[src/hw/rtl/ssp_pkg.sv]
// Package with widths, types and helpers of the stripe scroll parameter core.
`default_nettype none

package ssp_pkg;

  localparam int PERIOD_W = 9;
  localparam int FRAME_W  = 16;
  localparam int COLOR_W  = 12;
  localparam int OFFSET_W = 17;
  localparam int PROD_W   = PERIOD_W + FRAME_W;  // signed product of period and frame
  localparam int SHIFT_W  = PROD_W - 3;          // product after the shift by three
  localparam int DVD_W    = SHIFT_W + 1;         // sum with the center offset
  localparam int ROW_W    = 13;
  localparam int BANK_W   = 3;
  localparam int SCROLL_W = 8;

  localparam logic [OFFSET_W-1:0] CENTER_OFFSET_RST = 17'h1FB00;  // -1280
  localparam int MIN_PERIOD_DEF = 168;
  localparam int ROW_BYTES_DEF  = 48;

  typedef struct packed {
    logic [PERIOD_W-1:0] period;
    logic [COLOR_W-1:0]  color_first;
    logic [COLOR_W-1:0]  color_second;
  } ssp_side_t;

  typedef struct packed {
    logic                neg;   // dividend was negative
    logic [PERIOD_W-1:0] rem;   // partial remainder
    logic [DVD_W-1:0]    dvd;   // dividend bits not yet shifted in
    logic                qlsb;  // last quotient bit produced
    ssp_side_t           side;
  } ssp_cell_t;

  typedef struct packed {
    logic [BANK_W-1:0]   pattern_bank;
    logic [ROW_W-1:0]    row_byte_address;
    logic [SCROLL_W-1:0] scroll_code;
    logic [COLOR_W-1:0]  color_out_a;
    logic [COLOR_W-1:0]  color_out_b;
  } ssp_res_t;

  // (15 - n) * 0x11 for a nibble n: both nibbles are the complement of n.
  function automatic logic [SCROLL_W-1:0] scroll_of(input logic [3:0] nib);
    return {~nib, ~nib};
  endfunction

endpackage

`default_nettype wire

[src/hw/rtl/ssp_front.sv]
// Front stages: period times frame, then shift, center offset and magnitude.
`default_nettype none

module ssp_front (
  input  wire                              clk,
  input  wire                              rst_n,
  input  wire                              en,
  input  wire                              valid_i,
  input  wire [ssp_pkg::PERIOD_W-1:0]      stripe_period,
  input  wire [ssp_pkg::FRAME_W-1:0]       frame_number,
  input  wire [ssp_pkg::COLOR_W-1:0]       color_first,
  input  wire [ssp_pkg::COLOR_W-1:0]       color_second,
  input  wire [ssp_pkg::OFFSET_W-1:0]      center_offset,
  output logic                             valid_o,
  output ssp_pkg::ssp_cell_t               cell_o
);

  logic                             mul_valid_r;
  logic signed [ssp_pkg::PROD_W-1:0] prod_r;
  ssp_pkg::ssp_side_t               mul_side_r;
  logic signed [ssp_pkg::PROD_W-1:0] prod_full;

  logic                             div_valid_r;
  ssp_pkg::ssp_cell_t               div_cell_r;
  logic signed [ssp_pkg::DVD_W-1:0] sum;
  logic [ssp_pkg::DVD_W-1:0]        mag;
  ssp_pkg::ssp_cell_t               div_cell_nxt;

  assign prod_full = $signed({1'b0, stripe_period}) * $signed(frame_number);

  // Arithmetic shift by three, then add the sign-extended offset.
  assign sum = $signed({prod_r[ssp_pkg::PROD_W-1], prod_r[ssp_pkg::PROD_W-1:3]})
             + $signed({{(ssp_pkg::DVD_W-ssp_pkg::OFFSET_W){center_offset[ssp_pkg::OFFSET_W-1]}},
                        center_offset});
  assign mag = sum[ssp_pkg::DVD_W-1] ? (~sum + 1'b1) : sum;

  always_comb begin
    div_cell_nxt.neg  = sum[ssp_pkg::DVD_W-1];
    div_cell_nxt.rem  = '0;
    div_cell_nxt.dvd  = mag;
    div_cell_nxt.qlsb = 1'b0;
    div_cell_nxt.side = mul_side_r;
  end

  always_ff @(posedge clk) begin
    if (!rst_n) begin
      mul_valid_r <= 1'b0;
      div_valid_r <= 1'b0;
    end else if (en) begin
      mul_valid_r <= valid_i;
      div_valid_r <= mul_valid_r;
    end
  end

  always_ff @(posedge clk) begin
    if (en) begin
      prod_r                  <= prod_full;
      mul_side_r.period       <= stripe_period;
      mul_side_r.color_first  <= color_first;
      mul_side_r.color_second <= color_second;
      div_cell_r              <= div_cell_nxt;
    end
  end

  assign valid_o = div_valid_r;
  assign cell_o  = div_cell_r;

endmodule

`default_nettype wire

[src/hw/rtl/ssp_div_cell.sv]
// One restoring division cell: shift in a dividend bit, trial subtract the period.
`default_nettype none

module ssp_div_cell (
  input  wire                 clk,
  input  wire                 rst_n,
  input  wire                 en,
  input  wire                 valid_i,
  input  ssp_pkg::ssp_cell_t  cell_i,
  output logic                valid_o,
  output ssp_pkg::ssp_cell_t  cell_o
);

  logic                       valid_r;
  ssp_pkg::ssp_cell_t         cell_r;
  ssp_pkg::ssp_cell_t         cell_nxt;
  logic [ssp_pkg::PERIOD_W:0] trial;
  logic [ssp_pkg::PERIOD_W:0] diff;
  logic                       take;

  assign trial = {cell_i.rem, cell_i.dvd[ssp_pkg::DVD_W-1]};
  assign diff  = trial - {1'b0, cell_i.side.period};
  assign take  = (trial >= {1'b0, cell_i.side.period});

  always_comb begin
    cell_nxt      = cell_i;
    cell_nxt.rem  = take ? diff[ssp_pkg::PERIOD_W-1:0] : trial[ssp_pkg::PERIOD_W-1:0];
    cell_nxt.dvd  = {cell_i.dvd[ssp_pkg::DVD_W-2:0], 1'b0};
    cell_nxt.qlsb = take;
  end

  always_ff @(posedge clk) begin
    if (!rst_n) begin
      valid_r <= 1'b0;
    end else if (en) begin
      valid_r <= valid_i;
    end
  end

  always_ff @(posedge clk) begin
    if (en) begin
      cell_r <= cell_nxt;
    end
  end

  assign valid_o = valid_r;
  assign cell_o  = cell_r;

endmodule

`default_nettype wire

[src/hw/rtl/ssp_out.sv]
// Result stage: remainder fix-up, field forming, output register and skid entry.
`default_nettype none

module ssp_out #(
  parameter int MIN_PERIOD = ssp_pkg::MIN_PERIOD_DEF,
  parameter int ROW_BYTES  = ssp_pkg::ROW_BYTES_DEF
) (
  input  wire                 clk,
  input  wire                 rst_n,
  input  wire                 valid_i,
  input  ssp_pkg::ssp_cell_t  cell_i,
  output logic                en,
  output logic                out_valid,
  input  wire                 out_ready,
  output ssp_pkg::ssp_res_t   res_o
);

  localparam logic [ssp_pkg::ROW_W-1:0] MIN_L = ssp_pkg::ROW_W'(MIN_PERIOD);
  localparam logic [ssp_pkg::ROW_W-1:0] ROW_L = ssp_pkg::ROW_W'(ROW_BYTES);

  logic                            zero_per;
  logic                            fix;
  logic [ssp_pkg::PERIOD_W-1:0]    r;
  logic                            odd;
  logic [ssp_pkg::ROW_W-1:0]       row_diff;
  logic [ssp_pkg::ROW_W-1:0]       row_full;
  logic [ssp_pkg::ROW_W-1:0]       row_off;
  ssp_pkg::ssp_res_t               res;
  logic                            arrive;

  logic                            out_valid_r;
  logic                            out_valid_nxt;
  ssp_pkg::ssp_res_t               out_data_r;
  ssp_pkg::ssp_res_t               out_data_nxt;
  logic                            skid_valid_r;
  logic                            skid_valid_nxt;
  ssp_pkg::ssp_res_t               skid_data_r;

  // Truncating divide of a negative dividend leaves a negative remainder: fold it up.
  assign zero_per = (cell_i.side.period == '0);
  assign fix      = cell_i.neg && (cell_i.rem != '0) && !zero_per;
  assign r        = zero_per ? '0 : (fix ? (cell_i.side.period - cell_i.rem) : cell_i.rem);
  assign odd      = !zero_per && (cell_i.qlsb ^ fix);

  // The address wraps modulo 2^13, so only the low product bits are kept.
  assign row_diff = {{(ssp_pkg::ROW_W-ssp_pkg::PERIOD_W){1'b0}}, cell_i.side.period} - MIN_L;
  assign row_full = row_diff * ROW_L;
  assign row_off  = {{(ssp_pkg::ROW_W-3){1'b0}}, r[8:7], 1'b0};

  always_comb begin
    res.pattern_bank     = r[2:0];
    res.row_byte_address = row_full + row_off;
    res.scroll_code      = ssp_pkg::scroll_of(r[6:3]);
    res.color_out_a      = odd ? cell_i.side.color_second : cell_i.side.color_first;
    res.color_out_b      = odd ? cell_i.side.color_first  : cell_i.side.color_second;
  end

  assign en     = !skid_valid_r;
  assign arrive = valid_i && en;

  always_comb begin
    out_valid_nxt  = out_valid_r;
    out_data_nxt   = out_data_r;
    skid_valid_nxt = skid_valid_r;
    if (out_valid_r && !out_ready) begin
      // hold the output, park a new arrival in the skid entry
      if (arrive) begin
        skid_valid_nxt = 1'b1;
      end
    end else if (skid_valid_r) begin
      out_valid_nxt  = 1'b1;
      out_data_nxt   = skid_data_r;
      skid_valid_nxt = 1'b0;
    end else begin
      out_valid_nxt = arrive;
      out_data_nxt  = res;
    end
  end

  always_ff @(posedge clk) begin
    if (!rst_n) begin
      out_valid_r  <= 1'b0;
      skid_valid_r <= 1'b0;
    end else begin
      out_valid_r  <= out_valid_nxt;
      skid_valid_r <= skid_valid_nxt;
    end
  end

  always_ff @(posedge clk) begin
    out_data_r <= out_data_nxt;
    if (arrive && out_valid_r && !out_ready) begin
      skid_data_r <= res;
    end
  end

  assign out_valid = out_valid_r;
  assign res_o     = out_data_r;

endmodule

`default_nettype wire

[src/hw/rtl/scanline_stripe_scroll_params_core.sv]
// Top level of the scanline stripe scroll parameter core.
//
// One request describes a scanline: a stripe period w in eighth pixels, a
// frame number f and two colors. The core forms (w*f)>>>3 + center_offset,
// divides it by w to get a remainder in [0, w) and the parity of the
// quotient, and returns the pattern bank (low three remainder bits), the
// byte address inside the bank ((w - MIN_PERIOD) * ROW_BYTES plus an even
// offset, modulo 2^13), the fine scroll code and the two colors, swapped
// when the quotient is odd. A zero period gives remainder zero and no swap.
// Requests enter at one per cycle while in_ready is high, and each passes
// 26 registers: one multiply stage, one offset/magnitude stage, one
// division cell per dividend bit (23 cells in a row, each doing one trial
// subtract of the period) and the output register. A two-entry output
// (register plus skid) absorbs one result when the consumer stalls; while
// the skid entry is occupied in_ready is low and the whole chain holds.
// center_offset resets to -1280 and is written through cfg_we/cfg_wdata;
// the user must write it only while no request is in flight, which the
// block does not enforce.
`default_nettype none

module scanline_stripe_scroll_params_core #(
  parameter int MIN_PERIOD = ssp_pkg::MIN_PERIOD_DEF,
  parameter int ROW_BYTES  = ssp_pkg::ROW_BYTES_DEF
) (
  input  wire                          clk,
  input  wire                          rst_n,
  // configuration
  input  wire                          cfg_we,
  input  wire [ssp_pkg::OFFSET_W-1:0]  cfg_wdata,
  // request channel
  input  wire                          in_valid,
  output logic                         in_ready,
  input  wire [ssp_pkg::PERIOD_W-1:0]  in_stripe_period,
  input  wire [ssp_pkg::FRAME_W-1:0]   in_frame_number,
  input  wire [ssp_pkg::COLOR_W-1:0]   in_color_first,
  input  wire [ssp_pkg::COLOR_W-1:0]   in_color_second,
  // result channel
  output logic                         out_valid,
  input  wire                          out_ready,
  output logic [ssp_pkg::BANK_W-1:0]   out_pattern_bank,
  output logic [ssp_pkg::ROW_W-1:0]    out_row_byte_address,
  output logic [ssp_pkg::SCROLL_W-1:0] out_scroll_code,
  output logic [ssp_pkg::COLOR_W-1:0]  out_color_out_a,
  output logic [ssp_pkg::COLOR_W-1:0]  out_color_out_b
);

  localparam int NUM_CELLS = ssp_pkg::DVD_W;

  logic [ssp_pkg::OFFSET_W-1:0] center_offset_r;
  logic                         en;
  logic                         chain_valid [0:NUM_CELLS];
  ssp_pkg::ssp_cell_t           chain_cell  [0:NUM_CELLS];
  ssp_pkg::ssp_res_t            res;

  // Center offset register: written directly, no read-back.
  always_ff @(posedge clk) begin
    if (!rst_n) begin
      center_offset_r <= ssp_pkg::CENTER_OFFSET_RST;
    end else if (cfg_we) begin
      center_offset_r <= cfg_wdata;
    end
  end

  // The whole chain advances together unless the skid entry is occupied.
  assign in_ready = en;

  ssp_front u_front (
    .clk           (clk),
    .rst_n         (rst_n),
    .en            (en),
    .valid_i       (in_valid),
    .stripe_period (in_stripe_period),
    .frame_number  (in_frame_number),
    .color_first   (in_color_first),
    .color_second  (in_color_second),
    .center_offset (center_offset_r),
    .valid_o       (chain_valid[0]),
    .cell_o        (chain_cell[0])
  );

  // One cell per dividend bit, most significant bit first.
  for (genvar i = 0; i < NUM_CELLS; i++) begin : g_cell
    ssp_div_cell u_cell (
      .clk     (clk),
      .rst_n   (rst_n),
      .en      (en),
      .valid_i (chain_valid[i]),
      .cell_i  (chain_cell[i]),
      .valid_o (chain_valid[i+1]),
      .cell_o  (chain_cell[i+1])
    );
  end

  ssp_out #(
    .MIN_PERIOD (MIN_PERIOD),
    .ROW_BYTES  (ROW_BYTES)
  ) u_out (
    .clk       (clk),
    .rst_n     (rst_n),
    .valid_i   (chain_valid[NUM_CELLS]),
    .cell_i    (chain_cell[NUM_CELLS]),
    .en        (en),
    .out_valid (out_valid),
    .out_ready (out_ready),
    .res_o     (res)
  );

  assign out_pattern_bank     = res.pattern_bank;
  assign out_row_byte_address = res.row_byte_address;
  assign out_scroll_code      = res.scroll_code;
  assign out_color_out_a      = res.color_out_a;
  assign out_color_out_b      = res.color_out_b;

endmodule

`default_nettype wire

[config.mk]
export PLATFORM = sky130hd
export DESIGN_NAME = scanline_stripe_scroll_params_core
export DESIGN_NICKNAME = d
export VERILOG_FILES = /design/src/hw/rtl/ssp_pkg.sv /design/src/hw/rtl/ssp_front.sv /design/src/hw/rtl/ssp_div_cell.sv /design/src/hw/rtl/ssp_out.sv /design/src/hw/rtl/scanline_stripe_scroll_params_core.sv
export SDC_FILE = /design/constraint.sdc
export NUM_CORES = 2
export LEC_CHECK = 0
export BUFFER_PORTS_ARGS = -buffer_cell sky130_fd_sc_hd__buf_2
export CORE_MARGIN = 5
export CORE_UTILIZATION = 35
export CTS_BUF_LIST = sky130_fd_sc_hd__clkbuf_8
export DETAILED_ROUTE_END_ITERATION = 16
export GPL_ROUTABILITY_DRIVEN = 0
export PLACE_DENSITY = 0.5
export RECOVER_POWER = 50
export SYNTH_ARGS = -nofsm -noshare
export SYNTH_HDL_FRONTEND = slang
export SYNTH_SLANG_ARGS = --single-unit
[constraint.sdc]
create_clock -name clk -period 125.4 [get_ports clk]
set_clock_uncertainty 0.2 [all_clocks]
set_input_delay 12.54 -clock clk [delete_from_list [all_inputs] [get_ports clk]]
set_output_delay 12.54 -clock clk [all_outputs]
set_load 0.01 [all_outputs]
==> impl_metrics.py <==
metrics = {
    "synth": {
        "avgSynthCellArea_um2": 15.3,
        "synth_area_leaders": "edfxtp_1 68%, ha_1 5.7%, fa_1 4.5%, inv_1 2.5%, xnor2_1 2.2%",
        "synth_cell_types": 73,
        "synth_edf_count": 1439,
        "yosys_warnings": 0,
        "yosysSeqAreaShare": 0.693,
        "ys.flop_type": "edfxtp_1",
        "synth.cell_area_mm2": 0.0636,
        "ys_ff_latch": 1483,
        "syn-instance-count": 4153,
        "async_reset_ff_frac": 0,
        "synth_top_cell_by_area": "edfxtp_1",
        "yosysTopAreaCellShare": 0.679,
    },
    "sta": {
        "fin_setup_tns_ps": 0,
        "period_needed_ps": 17730,
        "worst_pin_slew_ps": 9910,
        "post-route-period-util": 0.141,
        "fmaxAchievable_mhz": 56.4,
        "rsz0062_at_grt": "false",
        "finalHoldViolCount": 0,
        "setup_violations": 0,
        "slew_violations": 611,
        "relSlewSlack": -5.61,
    },
    "placed_design": {
        "portBuffers": 118,
        "placedCellCount": 6589,
        "dp_hpwl_um": 66600,
    },
    "floorplanning": {
        "core_mm2": 0.181,
        "initial_core_util": 0.352,
        "die-width_um": 436,
        "io_pins": 121,
        "rows": 156,
        "die_area_mm2": 0.190,
        "die_h_um": 436,
    },
    "critical_path": {
        "ff2ff_path_depth": 6,
        "start_kind": "flop",
        "reg2reg_setup_slack_ps": 111140,
        "crit_path_end_kind": "output port",
        "cp-endpoint": "in_ready",
        "r2r_start": "u_out.skid_valid_r",
        "r2r-end": "g_cell[1].u_cell.cell_o[65]",
        "worst_ep_arrival_time_ps": 4990,
        "crit_type": "reg2out",
        "critPathMaxFanout": 74,
        "cp.required_ps": 112660,
        "crit_start": "u_out.skid_valid_r",
    },
    "final_layout": {
        "fin_cells": 7053,
        "fin_nets": 5007,
        "fin_util": 0.397,
        "syn_to_final_growth_pct": 12.8,
        "layout-drive-gt1-share": 0.124,
        "fillers": 16800,
    },
    "clock_network": {
        "cts.repair.resized": 0,
        "cts.sinks": 1483,
        "ctsLongestPathBuffers": 4,
        "cts_tree": "yes",
        "cts_max_level": 5,
        "path_clk_slew_ps": 60,
        "clkLatencyLatePin_ps": 910,
        "cts_setup_buffers": 0,
        "clockRootBuffer": "clkbuf_8",
        "ctsHoldBuffers": 0,
        "cts_buffers": 279,
    },
    "global_route": {
        "grt_max_degree": 193,
        "grt_pass1_wl_um": 171000,
        "antenna_found_initial": 2,
        "grt_pass1_vias": 33100,
        "grt_overflow": 0,
        "track_usage": 0.109,
    },
    "drt": {
        "antenna_left": 0,
        "dr_total_vias": 31800,
        "wl_um": 104000,
        "wl_per_cell_um": 14.7,
        "drcViolationCount": 0,
        "drt_iter0_drc": 1853,
        "routed_via_density": 4.51,
        "dr.pass1.iters": 5,
    },
    "power_and_ir_drop": {
        "p_per_area_mw_per_mm2": 22.6,
        "p_leak_uw": 0.0291,
        "ir_drop_uv": 9.01,
    },
    "run_status": {
        "status": "complete, but fails checks",
        "violations": "capacitance limit, slew limit",
    },
    "min_path": {
        "hold_depth": 0,
        "hp-class": "reg2reg",
    },
    "job": {
        "cap_violations": 6,
    },
}
-- layout make-up --
cell class	count	area, um^2	share of cell area
Multi-Input combinational cell	2174	17700	0.246
Timing Repair Buffer	138	718	0.0100
Inverter	424	1590	0.0222
Clock buffer	290	3990	0.0556
Sequential cell	1483	44100	0.614
Tap cell	2370	2970	0.0413
Antenna cell	2	5.00	0.0000697
Clock inverter	172	737	0.0103
-- kinds of logic after synthesis --
family          Yosys count  share of synthesized area
compound gates          609                     0.0600
xor+xnor                206                     0.0285
fa+ha+maj               436                      0.103
buf+inv                 497                     0.0297
flops                  1483                      0.693
mux                     148                     0.0253
other cells               1                  0.0000589
simple gates            773                     0.0609
-- flip-flops by register name, summed over array words and instances (netlist names) --
signal                 flops
u_front.cell_o            57
u_out.res_o               42
g_cell.u_cell.valid_o     23
u_front.div_cell_nxt      33
u_front.valid_o            1
u_out.out_valid            1
u_out.skid_valid_r         1
g_cell.u_cell.cell_o    1243
center_offset_r           17
u_front.mul_valid_r        1
u_front.prod_r            22
u_out.skid_data_r         42
-- synth_stat cells, drive strengths merged, types with 2 or more instances --
library cell / count
o2111ai: 2
xnor2: 157
fa: 144
nand3: 29
inv: 424
clkbuf: 62
nor4: 3
a221oi: 3
o21ai: 74
o31a: 2
a2111oi: 13
nand2b: 60
a211oi: 28
a21oi: 270
o311ai: 2
a31oi: 7
nor2b: 114
or3: 2
nor2: 228
a21boi: 8
nor3b: 6
a21o: 136
nor3: 15
dfxtp: 44
o21bai: 13
a41oi: 3
o41ai: 9
nand2: 150
or2: 12
xor2: 49
mux2: 105
edfxtp: 1439
nor4b: 3
mux2i: 43
and2: 86
o211ai: 5
buf: 11
o21a: 5
nand4: 50
o31ai: 16
and3: 11
ha: 292
a211o: 2
-- cell usage in the layout (no fill, tap or decap), types with 114 or more instances in the layout --
cell type and instances:
nor2_1 228, ha_1 292, nor2b_1 114, xnor2_1 157, clkbuf_8 290, a21o_1 136
fa_1 144, inv_1 510, nand2_1 150, buf_2 118, a21oi_1 269, edfxtp_1 1439
-- layer usage --
metal | routed length (um) | global-route usage | up-vias
met1 | 47000 | 0.142 | 15200
met5 | 0 | 0 | -
met3 | 4410 | 0.0258 | 266
met2 | 49000 | 0.176 | 561
li1 | - | - | 15800
met4 | 3130 | 0.0439 | 0
-- critical path: stages, from the launching register on --
cell and delay, ps:
dfxtp_1 370, clkinvlp_2 2580, buf_2 1010
-- power breakdown --
group          switching [uW]  internal (uW)
combinational             263            221
sequential               40.0            696
clock                     188            214
-- how the worst min path moves through the flow --
stage                                       startpoint                      endpoint
final                      g_cell[12].u_cell.cell_o[1]   g_cell[13].u_cell.cell_o[1]
after global placement      g_cell[3].u_cell.cell_o[0]    g_cell[4].u_cell.cell_o[0]
after floorplan                      u_front.cell_o[0]    g_cell[0].u_cell.cell_o[0]
after global routing      g_cell[14].u_cell.cell_o[10]  g_cell[15].u_cell.cell_o[10]
after CTS                  g_cell[7].u_cell.cell_o[14]   g_cell[8].u_cell.cell_o[14]
after detailed placement            u_front.cell_o[20]   g_cell[0].u_cell.cell_o[20]
-- metrics by stage --
stage	worst slack (ps)	hold slack, ps	total power, uW	instance area [um^2]
final	107670	178	1620	71800
after global placement	107140	200	1220	67100
after global routing	107110	190	1750	71800
after floorplan	75170	200	1120	63600
after CTS	108160	175	1650	71800
after detailed placement	107120	205	1230	67100
Power figures use the tool's default switching activity.
